[src/sv/v3a_pkg.sv]
// Package for the vector3 ALU: operation codes, pipeline payload types and
// the 32-bit saturation helper. No dependencies.
package v3a_pkg;

	localparam int FRAC_BITS_DEF = 16;
	localparam int ROOT_CELLS    = 32;

	localparam logic [2:0] OP_NEG   = 3'd0;
	localparam logic [2:0] OP_LEN   = 3'd1;
	localparam logic [2:0] OP_NORM  = 3'd2;
	localparam logic [2:0] OP_DOT   = 3'd3;
	localparam logic [2:0] OP_CROSS = 3'd4;

	typedef struct packed {
		logic [2:0]  op;
		logic [2:0]  sgn;
		logic [31:0] mx;
		logic [31:0] my;
		logic [31:0] mz;
		logic [31:0] rx;
		logic [31:0] ry;
		logic [31:0] rz;
		logic [1:0]  rw;
		logic [31:0] sc;
		logic        sat;
	} base_t;

	typedef struct packed {
		logic [63:0] s;
		logic [33:0] r;
		logic [31:0] q;
	} sqrt_t;

	typedef struct packed {
		logic [31:0] remx;
		logic [31:0] remy;
		logic [31:0] remz;
		logic [2:0]  nb;
		logic [31:0] qx;
		logic [31:0] qy;
		logic [31:0] qz;
	} div_t;

	function automatic logic [32:0] sat66(input logic signed [65:0] v);
		logic [32:0] res;
		if (v > $signed(66'h00000000007FFFFFFF))
			res = {1'b1, 32'h7FFFFFFF};
		else if (v < $signed(66'h3FFFFFFFF80000000))
			res = {1'b1, 32'h80000000};
		else
			res = {1'b0, v[31:0]};
		return res;
	endfunction

endpackage

[src/sv/v3a_div_cell.sv]
// One cell of the normalize divider chain: one quotient bit for x, y and z.
// Depends on v3a_pkg.
module v3a_div_cell (
	input  logic           clk,
	input  logic           arst_n,
	input  logic           in_valid,
	output logic           in_ready,
	input  v3a_pkg::base_t in_base,
	input  logic [31:0]    in_len,
	input  v3a_pkg::div_t  in_div,
	output logic           out_valid,
	input  logic           out_ready,
	output v3a_pkg::base_t out_base,
	output logic [31:0]    out_len,
	output v3a_pkg::div_t  out_div
);
	import v3a_pkg::*;

	logic v_q;
	logic [32:0] tx, ty, tz, d;
	div_t nx;

	assign in_ready = !v_q || out_ready;
	assign out_valid = v_q;
	assign d = {1'b0, in_len};
	assign tx = {in_div.remx, in_div.nb[0]};
	assign ty = {in_div.remy, in_div.nb[1]};
	assign tz = {in_div.remz, in_div.nb[2]};

	always_comb begin
		nx.nb = 3'b000;
		nx.remx = (tx >= d) ? 32'(tx - d) : tx[31:0];
		nx.remy = (ty >= d) ? 32'(ty - d) : ty[31:0];
		nx.remz = (tz >= d) ? 32'(tz - d) : tz[31:0];
		nx.qx = {in_div.qx[30:0], tx >= d};
		nx.qy = {in_div.qy[30:0], ty >= d};
		nx.qz = {in_div.qz[30:0], tz >= d};
	end

	always_ff @(posedge clk or negedge arst_n) begin
		if (!arst_n) v_q <= 1'b0;
		else if (in_ready) v_q <= in_valid;
	end

	always_ff @(posedge clk) begin
		if (in_valid && in_ready) begin
			out_base <= in_base;
			out_len <= in_len;
			out_div <= nx;
		end
	end

endmodule

[config.mk]
export PLATFORM = sky130hd
export DESIGN_NAME = v3a_div_cell
export DESIGN_NICKNAME = d
export VERILOG_FILES = /design/src/sv/v3a_pkg.sv /design/src/sv/v3a_div_cell.sv
export SDC_FILE = /design/constraint.sdc
export NUM_CORES = 1
export LEC_CHECK = 0
export BUFFER_PORTS_ARGS = -buffer_cell sky130_fd_sc_hd__clkbuf_2
export CORE_AREA = 4 4 354 356
export DETAILED_ROUTE_END_ITERATION = 16
export DIE_AREA = 0 0 358 360
export GPL_TIMING_DRIVEN = 0
export PLACE_DENSITY = 0.43
export SLEW_MARGIN = 30
export SYNTH_ARGS = -nofsm -noshare
export SYNTH_HDL_FRONTEND = slang
export SYNTH_SLANG_ARGS = --single-unit
export TNS_END_PERCENT = 1
[constraint.sdc]
create_clock -name clk -period 19.25 [get_ports clk]
set_input_delay 0.9625 -clock clk [delete_from_list [all_inputs] [get_ports clk]]
set_output_delay 0.9625 -clock clk [all_outputs]
set_load 0.02 [all_outputs]
==> impl_metrics.csv <==
group,metric,value,unit
run_status,outcome,"finished clean",
critical_path,path_common_cell,"sky130_fd_sc_hd__o21ai_0",
global_route,grt_pass1_vias,16100,
synthesis,synth_area_per_cell,14.7,um^2
synthesis,synth_cell_type_count,70,
cts,numClockSinks,458,
power_and_ir_drop,p_leak,12.5,nW
cts,cts-root-buf,"sky130_fd_sc_hd__clkbuf_16",
critical_path,worst_ep_required_time,19.59,ns
critical_path,timing.critical_path.from_type,"input port",
final_layout,commonest_cells_after_routing_fill_and_taps_aside,"919 x sky130_fd_sc_hd__clkbuf_2, 457 x sky130_fd_sc_hd__edfxtp_1, 108 x sky130_fd_sc_hd__nand2_1",
placed_design,numPlacedInstances,3923,
global_route,grt_start_max_net_pins,50,
placed_design,place_congestion,0.853,
cts,cts.htree.levels,3,
global_route,grt_overflow_total,0,
sta,fin_crit_sh,23.9,%
global_route,initial_antenna_violation_count,90,
sta,tns,0,ns
cts,clk_path_buf_depth,3,
floorplanning,fp-row-count,128,
cts,worst_skew_pair.late_latency,0.66,ns
detailed_routing,routed-wl-met2,59.6,mm
floorplanning,placeableCoreArea,0.122,mm^2
final_layout,area_growth_syn_to_layout,45.7,%
sta,fin_skew,0.0263,ns
detailed_routing,ant_nets,0,
hold_path,hp-class,"in -> async",
synthesis,postSynthRegisterBits,458,
synthesis,syn_inst,1365,
synthesis,dominantRegCellSynth,"sky130_fd_sc_hd__edfxtp_1",
critical_path,endpoint_kind,"flip-flop",
detailed_routing,wl_met3,16.3,mm
floorplanning,die_x,358,um
critical_path,worst-endpoint-arrival,4.93,ns
final_layout,fin_nets,2929,
critical_path,crit_type,"in -> reg",
placed_design,detailedPlace.worstSlack,13.91,ns
floorplanning,design.die.area,0.129,mm^2
final_layout,post_route_cells_drive_above_1_share,45.2,%
placed_design,port-buffer-count,919,
floorplanning,fp.dieH,360,um
floorplanning,design.portCount,926,
sta,final.setup.worst_slack,14.66,ns
sta,timing.hold.ws,0.0695,ns
detailed_routing,vias,16200,
detailed_routing,totalWireLength,122,mm
synthesis,synth_sequential_area_ratio,68.4,%
sta,final_min_period,4.59,ns
detailed_routing,drt_first_iter_violations,995,
sta,worst_pin_slew,0.902,ns
sta,max_slew_margin,39.3,%
sta,drv_slew,0,
synthesis,post_synth_instance_area,0.0201,mm^2
power_and_ir_drop,pwr_density_cell,103,mW/mm^2
synthesis,yosysWarningCount,0,
sta,report.final.setup_viol,0,
final_layout,layout_commonest_cell,"sky130_fd_sc_hd__clkbuf_2",
final_layout,layout.filler_cells,13200,
run,drv_cap,0,
sta,fmax,218,MHz
critical_path,crit_path_max_fanout,10,
cts,postCtsResizedCells,0,
global_route,grt_first_pass_wirelength,155,mm
sta,rsz_0062_raised_after_global_routing,"no",
critical_path,cp_slowest_stage_delay,0.73,ns
global_route,globalRouteTotalUtil,18.1,%
cts,cts.hold.buffers_added,0,
sta,hold_viol_final,0,
power_and_ir_drop,vdd_ir_drop_max,0.0638,mV
detailed_routing,via_per_inst,3.98,
cts,post-cts-setup-buffer-count,0,
critical_path,critical-path-slowest-cell,"sky130_fd_sc_hd__a211oi_2",
detailed_routing,drc_errors,0,
detailed_routing,wl_per_cell,30.0,um
final_layout,final_core_utilization,24.1,%
final_layout,fin_cells,4056,
critical_path,crit_path_cell_trace,"clkbuf_2 > inv_1 > ha_1 > nor2b_1 > o21a_1 > o21ai_0 > a21oi_1 > a211oi_2 > nor4_1 > nor2_1 > clkbuf_1 > o21ai_0",
cts,cts_buffers,66,
floorplanning,floorplan.initialDensity,16.5,%
detailed_routing,firstDrtPassIters,5,
cts,worst_setup_hold_path_clk_slew,0.06,ns
detailed_routing,highest_layer,"met5",
synthesis,ys_async_sr_fraction,0.218,%
synthesis,number_of_synthesized_flops_with_an_enable_pin,457,
placed_design,place_hpwl,105,mm
detailed_routing,wl_met1,43.2,mm
cts,tritoncts_clock_tree,"built",
-- power by group --
part	switching (mW)	leakage, nW	internal, mW	total, mW
sequential	0.0198	4.37	1.19	1.21
clock	0.513	1.09	0.764	1.28
combinational	0.348	7.02	0.189	0.537
-- sequential cells by signal (all words and copies together) (netlist names) --
signal / count
out_valid: 1
out_len: 32
out_div: 192
out_base: 233
-- routing by layer --
metal,GRT usage (%),vias to the layer above
li1,-,7280
met1,19.0,7870
met2,31.5,774
met3,10.8,178
met4,3.24,50
met5,0,-
-- kinds of logic (layout without fill, tap and decap cells) --
group	after synthesis	in the layout	share of synthesized area (%)
other	1	20	0.0187
adder cells (fa/ha/maj)	99	99	6.28
multiplexers	39	39	2.66
flip-flops	458	458	68.4
AND/OR/NAND/NOR	266	266	6.31
AO/OA/AOI/OAI	336	336	10.8
XOR/XNOR	81	81	3.53
buffers and inverters	85	1132	1.98
-- final timing paths --
check                                      start                endpoint  slack (ns)  depth (start not counted)
hold / removal                            arst_n   out_valid$_DFFE_PN0N_        0.07                          1
min in group clk                      in_div[19]   out_div[20]$_DFFE_PP_        0.47                          1
setup / recovery                       in_len[1]  out_div[187]$_DFFE_PP_       14.66                         12
setup reg to reg           out_valid$_DFFE_PN0N_   out_div[89]$_DFFE_PP_       16.57                          7
hold reg to reg            out_valid$_DFFE_PN0N_   out_valid$_DFFE_PN0N_        0.57                          2
max in group asynchronous                 arst_n   out_valid$_DFFE_PN0N_       19.09                          1
-- synthesized netlist by cell type, types with 10 or more instances --
cell,count,area (um^2)
sky130_fd_sc_hd__o21a_1,10,75.1
sky130_fd_sc_hd__o21ai_0,101,505
sky130_fd_sc_hd__nand4_1,18,113
sky130_fd_sc_hd__o21bai_1,12,90.1
sky130_fd_sc_hd__nand2_1,108,405
sky130_fd_sc_hd__nand2b_1,13,81.3
sky130_fd_sc_hd__and3_1,16,100
sky130_fd_sc_hd__inv_1,55,206
sky130_fd_sc_hd__clkbuf_1,17,63.8
sky130_fd_sc_hd__nor3_1,13,65.1
sky130_fd_sc_hd__a21o_1,41,308
sky130_fd_sc_hd__nand3_1,12,60.1
sky130_fd_sc_hd__a21oi_1,86,430
sky130_fd_sc_hd__xor2_1,35,307
sky130_fd_sc_hd__nor2b_1,12,75.1
sky130_fd_sc_hd__nor2_1,46,173
sky130_fd_sc_hd__xnor2_1,46,403
sky130_fd_sc_hd__mux2_4,27,405
sky130_fd_sc_hd__ha_1,96,1200
sky130_fd_sc_hd__edfxtp_1,457,13700
-- critical path: cells and delay by family --
kind | cells | cell delay, ns
AOI/OAI and AO/OA | 5 | 1.83
buffers and inverters | 3 | 0.99
and+or+nand+nor | 3 | 0.77
adders and majority gates | 1 | 0.35
-- per-stage QoR --
| stage | instance area [um^2] | total power [mW] |
|---|---|---|
| floorplan | 20100 | 1.55 |
| global placement | 26700 | 1.81 |
| detailed placement | 27000 | 1.78 |
| CTS | 29200 | 3.09 |
| global route | 29200 | 3.16 |
| finish | 29300 | 3.02 |
-- area by class of cell --
| type | instances | area [um^2] | share of cell area [%] |
|---|---|---|---|
| Sequential cell | 458 | 13700 | 47.0 |
| Multi-Input combinational cell | 824 | 5960 | 20.4 |
| Timing Repair Buffer | 931 | 4880 | 16.7 |
| Tap cell | 1625 | 2030 | 6.95 |
| Clock buffer | 80 | 1760 | 6.00 |
| Clock inverter | 36 | 462 | 1.58 |
| Inverter | 55 | 206 | 0.705 |
| Buffer | 30 | 191 | 0.654 |
| Antenna cell | 17 | 42.5 | 0.145 |
Power figures use the tool's default switching activity.
