==> src/sv/v3a_pkg.sv <==
// Package for the vector3 ALU: operation codes, pipeline payload types and
// the 32-bit saturation helper. No dependencies.
package v3a_pkg;

	localparam int FRAC_BITS_DEF = 16;
	localparam int ROOT_CELLS    = 32;

	localparam logic [2:0] OP_NEG   = 3'd0;
	localparam logic [2:0] OP_LEN   = 3'd1;
	localparam logic [2:0] OP_NORM  = 3'd2;
	localparam logic [2:0] OP_DOT   = 3'd3;
	localparam logic [2:0] OP_CROSS = 3'd4;

	typedef struct packed {
		logic [2:0]  op;
		logic [2:0]  sgn;
		logic [31:0] mx;
		logic [31:0] my;
		logic [31:0] mz;
		logic [31:0] rx;
		logic [31:0] ry;
		logic [31:0] rz;
		logic [1:0]  rw;
		logic [31:0] sc;
		logic        sat;
	} base_t;

	typedef struct packed {
		logic [63:0] s;
		logic [33:0] r;
		logic [31:0] q;
	} sqrt_t;

	typedef struct packed {
		logic [31:0] remx;
		logic [31:0] remy;
		logic [31:0] remz;
		logic [2:0]  nb;
		logic [31:0] qx;
		logic [31:0] qy;
		logic [31:0] qz;
	} div_t;

	function automatic logic [32:0] sat66(input logic signed [65:0] v);
		logic [32:0] res;
		if (v > $signed(66'h00000000007FFFFFFF))
			res = {1'b1, 32'h7FFFFFFF};
		else if (v < $signed(66'h3FFFFFFFF80000000))
			res = {1'b1, 32'h80000000};
		else
			res = {1'b0, v[31:0]};
		return res;
	endfunction

endpackage

==> src/sv/v3a_root_cell.sv <==
// One cell of the square root chain: one root bit per cell.
// Depends on v3a_pkg.
module v3a_root_cell (
	input  logic           clk,
	input  logic           arst_n,
	input  logic           in_valid,
	output logic           in_ready,
	input  v3a_pkg::base_t in_base,
	input  v3a_pkg::sqrt_t in_sqrt,
	output logic           out_valid,
	input  logic           out_ready,
	output v3a_pkg::base_t out_base,
	output v3a_pkg::sqrt_t out_sqrt
);
	import v3a_pkg::*;

	logic v_q;
	logic [35:0] rr, tt;
	sqrt_t nx;

	assign in_ready = !v_q || out_ready;
	assign out_valid = v_q;
	assign rr = {in_sqrt.r, in_sqrt.s[63:62]};
	assign tt = {2'b00, in_sqrt.q, 2'b01};

	always_comb begin
		nx.s = {in_sqrt.s[61:0], 2'b00};
		if (rr >= tt) begin
			nx.r = 34'(rr - tt);
			nx.q = {in_sqrt.q[30:0], 1'b1};
		end else begin
			nx.r = rr[33:0];
			nx.q = {in_sqrt.q[30:0], 1'b0};
		end
	end

	always_ff @(posedge clk or negedge arst_n) begin
		if (!arst_n) v_q <= 1'b0;
		else if (in_ready) v_q <= in_valid;
	end

	always_ff @(posedge clk) begin
		if (in_valid && in_ready) begin
			out_base <= in_base;
			out_sqrt <= nx;
		end
	end

endmodule

==> config.mk <==
export PLATFORM = sky130hd
export DESIGN_NAME = v3a_root_cell
export DESIGN_NICKNAME = d
export VERILOG_FILES = /design/src/sv/v3a_pkg.sv /design/src/sv/v3a_root_cell.sv
export SDC_FILE = /design/constraint.sdc
export NUM_CORES = 1
export LEC_CHECK = 0
export ABC_CLOCK_PERIOD_IN_PS = 10510
export BUFFER_PORTS_ARGS = -buffer_cell sky130_fd_sc_hd__buf_2
export CELL_PAD_IN_SITES_DETAIL_PLACEMENT = 1
export CELL_PAD_IN_SITES_GLOBAL_PLACEMENT = 1
export CORE_AREA = 2 2 282 284
export CTS_BUF_LIST = sky130_fd_sc_hd__clkbuf_16
export DETAILED_ROUTE_END_ITERATION = 8
export DIE_AREA = 0 0 284 286
export GPL_TIMING_DRIVEN = 0
export PLACE_DENSITY = 0.42
export RECOVER_POWER = 25
export SYNTH_ARGS = -nofsm -noshare
export SYNTH_HDL_FRONTEND = slang
export SYNTH_SLANG_ARGS = --single-unit
export TNS_END_PERCENT = 100
==> constraint.sdc <==
create_clock -name clk -period 10.51 [get_ports clk]
set_clock_uncertainty 0.05 [all_clocks]
set_input_delay 2.102 -clock clk [delete_from_list [all_inputs] [get_ports clk]]
set_output_delay 2.102 -clock clk [all_outputs]
set_load 0.05 [all_outputs]
==> reports/metrics.json, run 1 <==
{
  "period_minus_ws_final_ns": 4.75,
  "cts_inserted_buffers": 46,
  "initial_antenna_violation_count": 31,
  "worst_slew_pin_slew_ns": 0.645,
  "fmax_mhz": 211,
  "final_max_slew_viol_count": 0,
  "sum_of_negative_setup_slack_ns": 0,
  "static-leakage-power_nw": 8.36,
  "post-cts-setup-buffer-count": 0,
  "path_max_fanout": 3,
  "cell_types_with_the_highest_counts_after_synthesis": "sky130_fd_sc_hd__edfxtp_1 (361), sky130_fd_sc_hd__nand2_1 (58), sky130_fd_sc_hd__inv_1 (42), sky130_fd_sc_hd__o21ai_0 (41), sky130_fd_sc_hd__ha_1 (34)",
  "combinational_power_share_pct": 17.6,
  "avgRoutedWirePerCell_um": 23.1,
  "cts_hold_buf": 0,
  "ctsHtreeMaxLevel": 2,
  "dp.final_hpwl_um": 49900,
  "antenna_left": 0,
  "drt_pre_antenna_iters": 4,
  "postSynthAreaPerCell_um2": 18.0,
  "clock-root-buffer": "sky130_fd_sc_hd__clkbuf_16",
  "setup_violations": 0,
  "globalRouteTotalUtil_pct": 14.3,
  "ys_types": 63,
  "postcts_resize_cnt": 0,
  "synth-edff-count": 361,
  "fin_crit_sh_pct": 45.2,
  "globalRouteOverflowTotal": 0,
  "synth_top_cell_area_share_pct": 81.2,
  "timing.critical_path.required_ns": 8.36,
  "drive_above_1_share_pct": 52.8,
  "die_area_um2": 81200,
  "p_seq_share_pct": 43.9,
  "synthesis.area_um2": 13400,
  "drt_drc_violations_left": 0,
  "asyncSetResetFlopFracSynth_pct": 0.276,
  "vias_per_cell": 3.76,
  "worst_slew_margin_rel_pct": 56.5,
  "clock_insertion_delay_worst_skew_ns": 0.57,
  "yosysTopAreaCell": "sky130_fd_sc_hd__edfxtp_1",
  "design.final.nets": 1929,
  "switchingPower_mw": 1.18,
  "power.density_cell_area_nw_per_um2": 197,
  "power_frac_clock_pct": 38.5,
  "yosys_register_bits": 362,
  "final_hold_viol_count": 0,
  "routability_cong": 0.827,
  "cp_data_arrival_time_ns": 2.59,
  "rows": 103,
  "timing.hold.worst.class": "reg -> reg",
  "ys_top_cells_by_area": "sky130_fd_sc_hd__edfxtp_1 (81%), sky130_fd_sc_hd__ha_1 (3.2%), sky130_fd_sc_hd__nand2_1 (1.6%)",
  "grt_pass1_wl_um": 82700,
  "die_x_extent_um": 284,
  "tritoncts": "done",
  "coreArea_um2": 78400,
  "maxCapViolCount": 0,
  "clk_path_buf_depth": 3,
  "cp-start-kind": "input port",
  "synth_to_layout_area_growth_pct": 49.1,
  "synth.yosys.seq_area_share_pct": 81.4,
  "first_global_vias": 10383,
  "path_class": "in -> out",
  "instance_count_of_the_mapped_netlist": 744,
  "port_buffers": 729,
  "swShare_pct": 30.0,
  "yosys.cell_count.top_type": "sky130_fd_sc_hd__edfxtp_1",
  "start_util_pct": 17.0,
  "timing.hold.ws_ns": 0.558,
  "drt_iter0_markers": 357,
  "die-height_um": 286,
  "grt_setup_unrepaired": "false",
  "run_status": "complete, no violations",
  "endpoint_kind": "primary output",
  "clock_input_transition_at_the_sequential_cells_of_the_worst_setup_and_hold_paths_ns": 0.06,
  "internal-power_mw": 2.74,
  "synth-warning-count": 0,
  "drt-total-wl_um": 60400,
  "numClockSinks": 362,
  "via_count": 9845,
  "synth_ff_type": "sky130_fd_sc_hd__edfxtp_1",
  "ir_drop_v": 0.0000975,
  "io_pins": 732,
  "grt_start_max_net_pins": 67
}
==> layout make-up <==
cell class                 count  area (um^2)
antenna                        4         10.0
buffer                        16         95.1
clock buffer                  46         1150
clock inverter                37          274
fill                        8798        58400
inverter                      43          163
multi-input combinational    324         2240
sequential                   362        10900
tap                         1050         1310
timing repair buffer         735         3800
==> state kept, by name (all words and copies together) (netlist names) <==
signal,count
out_base,233
out_valid,1
out_sqrt,128
==> critical path: stages <==
cell and delay [ns]:
sky130_fd_sc_hd__buf_2 0.07, sky130_fd_sc_hd__nand2b_1 0.14, sky130_fd_sc_hd__buf_2 0.28
==> placed cells by master, fill, tap and decap left out, types with 7 or more instances in the layout <==
master                        n
sky130_fd_sc_hd__clkinv_2    10
sky130_fd_sc_hd__xnor2_1     14
sky130_fd_sc_hd__nor2_1      18
sky130_fd_sc_hd__a21oi_1     28
sky130_fd_sc_hd__inv_1       55
sky130_fd_sc_hd__xor2_1      13
sky130_fd_sc_hd__nand2_1     58
sky130_fd_sc_hd__clkbuf_1    12
sky130_fd_sc_hd__nand2b_1     7
sky130_fd_sc_hd__edfxtp_1   361
sky130_fd_sc_hd__o21ai_0     41
sky130_fd_sc_hd__clkbuf_16   46
sky130_fd_sc_hd__buf_2      727
sky130_fd_sc_hd__a21o_1      19
sky130_fd_sc_hd__ha_1        34
sky130_fd_sc_hd__nor3_1      10
==> per-stage QoR <==
| step | setup slack (ns) | std cells | power (mW) | cell area, um^2 | utilization, % |
|---|---|---|---|---|---|
| CTS | 5.75 | 2613 | 4.01 | 19900 | 25.4 |
| global placement | 0.942 | 2524 | 2.47 | 18300 | 23.4 |
| floorplan | 2.92 | 745 | 2.22 | 13400 | - |
| finish | 5.76 | 2617 | 3.92 | 19900 | 25.4 |
| detailed placement | 5.13 | 2530 | 2.46 | 18500 | 23.6 |
| global route | 5.54 | 2613 | 4.10 | 19900 | 25.4 |
==> power groups by stage <==
stage | registers, mW | logic [mW] | clock network, mW
after CTS | 1.72 | 0.707 | 1.58
after global placement | 1.77 | 0.692 | 0
after global routing | 1.73 | 0.734 | 1.63
after floorplan | 2.06 | 0.153 | 0
final | 1.72 | 0.691 | 1.51
after detailed placement | 1.75 | 0.704 | 0
==> final timing paths <==
check | start | slack [ns] | to | cells after the start
min in group asynchronous | arst_n | 1.24 | out_valid$_DFFE_PN0N_ | 1
worst max-delay path | out_ready | 5.76 | in_ready | 3
worst max register to register | out_valid$_DFFE_PN0N_ | 8.13 | out_base[6]$_DFFE_PP_ | 5
max in group asynchronous | arst_n | 9.07 | out_valid$_DFFE_PN0N_ | 1
worst min-delay path | out_valid$_DFFE_PN0N_ | 0.56 | out_valid$_DFFE_PN0N_ | 2
worst min register to register | out_valid$_DFFE_PN0N_ | 0.56 | out_valid$_DFFE_PN0N_ | 2
==> per-layer routing <==
layer	GRT usage (%)	part of all wire (%)	routed length, um
met4	3.89	2.8	1680
met5	0	0.28	168
met2	26.2	52	31400
met1	14.3	34	20700
met3	7.16	11	6460
==> cell families after synthesis <==
logic type	count (synthesis)	share of synthesized area (%)
flops	362	81.4
buf+inv	59	1.93
compound gates	133	6.98
mux	5	0.412
other cells	1	0.0281
simple gates	123	4.34
xor+xnor	27	1.77
fa+ha+maj	34	3.19
No activity file was read; power rests on OpenSTA's default activity.
==> run 2: changes to the inputs <==
--- a/config.mk
+++ b/config.mk
@@ -5,7 +5,7 @@
 export SDC_FILE = /design/constraint.sdc
 export NUM_CORES = 1
 export LEC_CHECK = 0
-export ABC_CLOCK_PERIOD_IN_PS = 10510
+export ABC_CLOCK_PERIOD_IN_PS = 4150
 export BUFFER_PORTS_ARGS = -buffer_cell sky130_fd_sc_hd__buf_2
 export CELL_PAD_IN_SITES_DETAIL_PLACEMENT = 1
 export CELL_PAD_IN_SITES_GLOBAL_PLACEMENT = 1
@@ -14,7 +14,7 @@
 export DETAILED_ROUTE_END_ITERATION = 8
 export DIE_AREA = 0 0 284 286
 export GPL_TIMING_DRIVEN = 0
-export PLACE_DENSITY = 0.42
+export PLACE_DENSITY = 0.44
 export RECOVER_POWER = 25
 export SYNTH_ARGS = -nofsm -noshare
 export SYNTH_HDL_FRONTEND = slang
==> constraint.sdc (replaced) <==
create_clock -name clk -period 4.15 [get_ports clk]
set_clock_uncertainty 0.05 [all_clocks]
set_input_delay 0.83 -clock clk [delete_from_list [all_inputs] [get_ports clk]]
set_output_delay 0.83 -clock clk [all_outputs]
set_load 0.05 [all_outputs]
==> run 2 against run 1 <==
  * Wire length rose by 6.7%
  * Critical path depth rose by 10
  * Critical path type is now in -> reg
  * Largest cell class unchanged
  * Non-clock buffer count stayed put
  * Clock power rose to 2.7 times the previous value
  * Sequential share of layout area shrank 0.34 points
  * Highest routed layer unchanged
  * Clock-buffer cell count stayed put
  * Largest power group unchanged
==> reports/metrics.json, run 2 (same netlist as run 1, synthesis figures left out) <==
{
  "clock_insertion_delay_worst_skew": {"value": 0.59, "unit": "ns", "change": "was 0.57 ns"},
  "final_common_cell": {"value": "sky130_fd_sc_hd__buf_2", "change": "unchanged"},
  "run_status": {"value": "complete, no violations", "change": "unchanged"},
  "ctsHtreeMaxLevel": {"value": 2, "change": "unchanged"},
  "fin_crit_sh_pct": 78.1,
  "period_minus_ws_final_ns": 3.24,
  "wl_met1": {"value": 22100, "unit": "um", "change": "was 20700 um"},
  "vias_per_cell": {"value": 3.75, "change": "was 3.76"},
  "timing.critical_path.required": {"value": 4.48, "unit": "ns", "change": "was 8.36 ns"},
  "path_class": {"value": "in -> reg", "change": "was in -> out"},
  "placement.setup.worst_slack": {"value": 0.110, "unit": "ns", "change": "was 5.13 ns"},
  "final_max_slew_viol_count": {"value": 0, "change": "unchanged"},
  "power.density_cell_area": {"value": 512, "unit": "nW/um^2", "change": "was 197 nW/um^2"},
  "grt_setup_unrepaired": {"value": "false", "change": "unchanged"},
  "fmax_mhz": 308,
  "finish.instance_area": {"value": 20000, "unit": "um^2", "change": "was 19900 um^2"},
  "post-route-util": {"value": 25.6, "unit": "%", "change": "was 25.4%"},
  "die_x_extent": {"value": 284, "unit": "um", "change": "unchanged"},
  "detailed_route_wirelength_on_metal3": {"value": 7770, "unit": "um", "change": "was 6460 um"},
  "drt_pre_antenna_iters": {"value": 4, "change": "unchanged"},
  "drt-total-wl": {"value": 64400, "unit": "um", "change": "was 60400 um"},
  "clk_path_buf_depth": {"value": 3, "change": "unchanged"},
  "setup_violations": {"value": 0, "change": "unchanged"},
  "die_area": {"value": 81200, "unit": "um^2", "change": "unchanged"},
  "routed.top_layer": {"value": "met5", "change": "unchanged"},
  "dp.final_hpwl": {"value": 53200, "unit": "um", "change": "was 49900 um"},
  "cp_data_arrival_time": {"value": 3.57, "unit": "ns", "change": "was 2.59 ns"},
  "globalRouteOverflowTotal": {"value": 0, "change": "unchanged"},
  "rows": {"value": 103, "change": "unchanged"},
  "drt_iter0_markers": {"value": 466, "change": "was 357"},
  "ir_drop": {"value": 0.000254, "unit": "V", "change": "was 0.0000975 V"},
  "drive_above_1_share": {"value": 53.6, "unit": "%", "change": "was 52.8%"},
  "timing.hold.ws": {"value": 0.364, "unit": "ns", "change": "was 0.558 ns"},
  "max_flop_register": {"value": "out_base", "change": "unchanged"},
  "numClockSinks": {"value": 362, "change": "unchanged"},
  "start_util": {"value": 17.0, "unit": "%", "change": "unchanged"},
  "cp-start-kind": {"value": "input port", "change": "unchanged"},
  "via_count": {"value": 9842, "change": "was 9845"},
  "avgRoutedWirePerCell": {"value": 24.5, "unit": "um", "change": "was 23.1 um"},
  "mostFrequentLayoutCells": {"value": "sky130_fd_sc_hd__buf_2 (735), sky130_fd_sc_hd__edfxtp_1 (361), sky130_fd_sc_hd__nand2_1 (58)", "change": "was sky130_fd_sc_hd__buf_2 (727), sky130_fd_sc_hd__edfxtp_1 (361), sky130_fd_sc_hd__nand2_1 (58)"},
  "routability_cong": {"value": 0.833, "change": "was 0.827"},
  "port_buffers": {"value": 729, "change": "unchanged"},
  "finalPower": {"value": 10.3, "unit": "mW", "change": "was 3.92 mW"},
  "worst_slew_pin_slew": {"value": 0.650, "unit": "ns", "change": "was 0.645 ns"},
  "path_max_fanout": {"value": 10, "change": "was 3"},
  "drt_drc_violations_left": {"value": 0, "change": "unchanged"},
  "globalRouteTotalUtil": {"value": 15.2, "unit": "%", "change": "was 14.3%"},
  "grt_pass1_wl": {"value": 86600, "unit": "um", "change": "was 82700 um"},
  "coreArea": {"value": 78400, "unit": "um^2", "change": "unchanged"},
  "antenna_left": {"value": 0, "change": "unchanged"},
  "static-leakage-power": {"value": 8.40, "unit": "nW", "change": "was 8.36 nW"},
  "io_pins": {"value": 732, "change": "unchanged"},
  "clock-root-buffer": {"value": "sky130_fd_sc_hd__clkbuf_16", "change": "unchanged"},
  "endpoint_kind": {"value": "flip-flop", "change": "was primary output"},
  "maxCapViolCount": {"value": 0, "change": "unchanged"},
  "first_global_vias": {"value": 10511, "change": "was 10383"},
  "cts_inserted_buffers": {"value": 46, "change": "unchanged"},
  "timing.hold.worst.class": {"value": "in -> reg", "change": "was reg -> reg"},
  "placed_instance_area": {"value": 18500, "unit": "um^2", "change": "about the same"},
  "setup_slack": {"value": 0.907, "unit": "ns", "change": "was 5.76 ns"},
  "clock_input_transition_at_the_sequential_cells_of_the_worst_setup_and_hold_paths": {"value": 0.07, "unit": "ns", "change": "was 0.06 ns"},
  "worst_slew_margin_rel": {"value": 56.2, "unit": "%", "change": "was 56.5%"},
  "initial_antenna_violation_count": {"value": 32, "change": "was 31"},
  "design.final.nets": {"value": 1929, "change": "unchanged"},
  "die-height": {"value": 286, "unit": "um", "change": "unchanged"},
  "synth_to_layout_area_growth": {"value": 50.0, "unit": "%", "change": "was 49.1%"},
  "final_hold_viol_count": {"value": 0, "change": "unchanged"},
  "tritoncts": {"value": "done", "change": "unchanged"},
  "met2RoutedLength": {"value": 33100, "unit": "um", "change": "was 31400 um"},
  "largest_register_ff_count": {"value": 233, "change": "unchanged"},
  "grt_start_max_net_pins": {"value": 70, "change": "was 67"}
}
-- run 2: changes by cell type in the layout (fill, tap and decap cells not counted), sizes merged --
| cell | previous run | this run |
|---|---|---|
| diode | 4 | 14 |
| bufinv | 3 | 6 |
| inv | 56 | 53 |
| dlygate4sd3 | 0 | 1 |
| clkinv | 18 | 17 |
| clkbuf | 61 | 53 |
| buf | 736 | 743 |
-- run 2: per-layer routing --
| layer | global-route usage (%) | vias up |
|---|---|---|
| met5 | 0 | - |
| met4 | 2.59 | 22 |
| met3 | 8.34 | 93 |
| met2 | 27.7 | 412 |
| met1 | 15.5 | 4873 |
| li1 | - | 4442 |
-- run 2: final timing paths --
kind | from | to | slack, ns | cells after the start
max reg2reg | out_valid$_DFFE_PN0N_ | out_base[29]$_DFFE_PP_ | 1.78 | 4
min | in_base[5] | out_base[5]$_DFFE_PP_ | 0.36 | 1
max in group asynchronous | arst_n | out_valid$_DFFE_PN0N_ | 3.43 | 2
min in group asynchronous | arst_n | out_valid$_DFFE_PN0N_ | 0.53 | 2
max | in_sqrt[13] | out_sqrt[64]$_DFFE_PP_ | 0.91 | 13
min reg2reg | out_valid$_DFFE_PN0N_ | out_valid$_DFFE_PN0N_ | 0.56 | 2
-- run 2: report_power, final --
| group | total, mW | internal, mW | leakage (nW) | switching, mW |
|---|---|---|---|---|
| Clock | 4.12 | 2.41 | 0.764 | 1.71 |
| Sequential | 4.36 | 4.31 | 3.45 | 0.0557 |
| Combinational | 1.77 | 0.440 | 4.19 | 1.33 |
| Total | 10.3 | 7.15 | 8.40 | 3.10 |
-- run 2: cell type report --
cell class | count | area (um^2)
clock inverters | 36 | 374
clock buffers | 46 | 1150
inverters | 43 | 163
diodes | 14 | 35.0
flip-flops and latches | 362 | 10900
repair buffers | 735 | 3800
plain buffers | 16 | 95.1
well taps | 1050 | 1310
fillers | 8724 | 58300
multi-input cells | 324 | 2250
-- run 2: worst max-delay path: stages --
cell,delay [ns]
sky130_fd_sc_hd__buf_2,0.09
sky130_fd_sc_hd__inv_1,0.07
sky130_fd_sc_hd__ha_1,0.28
sky130_fd_sc_hd__clkbuf_2,0.19
sky130_fd_sc_hd__nand4_2,0.15
sky130_fd_sc_hd__nor4_1,0.53
sky130_fd_sc_hd__nand2_1,0.18
sky130_fd_sc_hd__o311ai_1,0.26
sky130_fd_sc_hd__a211oi_1,0.09
sky130_fd_sc_hd__o21a_1,0.22
sky130_fd_sc_hd__buf_6,0.15
sky130_fd_sc_hd__buf_2,0.21
sky130_fd_sc_hd__o21ai_0,0.31
-- run 2: stage by stage --
step | instances | TNS (ns)
after global routing | 2612 | 0
after detailed placement | 2529 | 0
final | 2626 | 0
after CTS | 2612 | 0
after global placement | 2524 | -405.89
after floorplan | 745 | 0
-- run 2: timing repair --
action	4_1_cts	5_1_grt
setup buffers	0	0
hold endpoints to repair	1	0
hold buffers	1	0
gates resized for setup	0	0
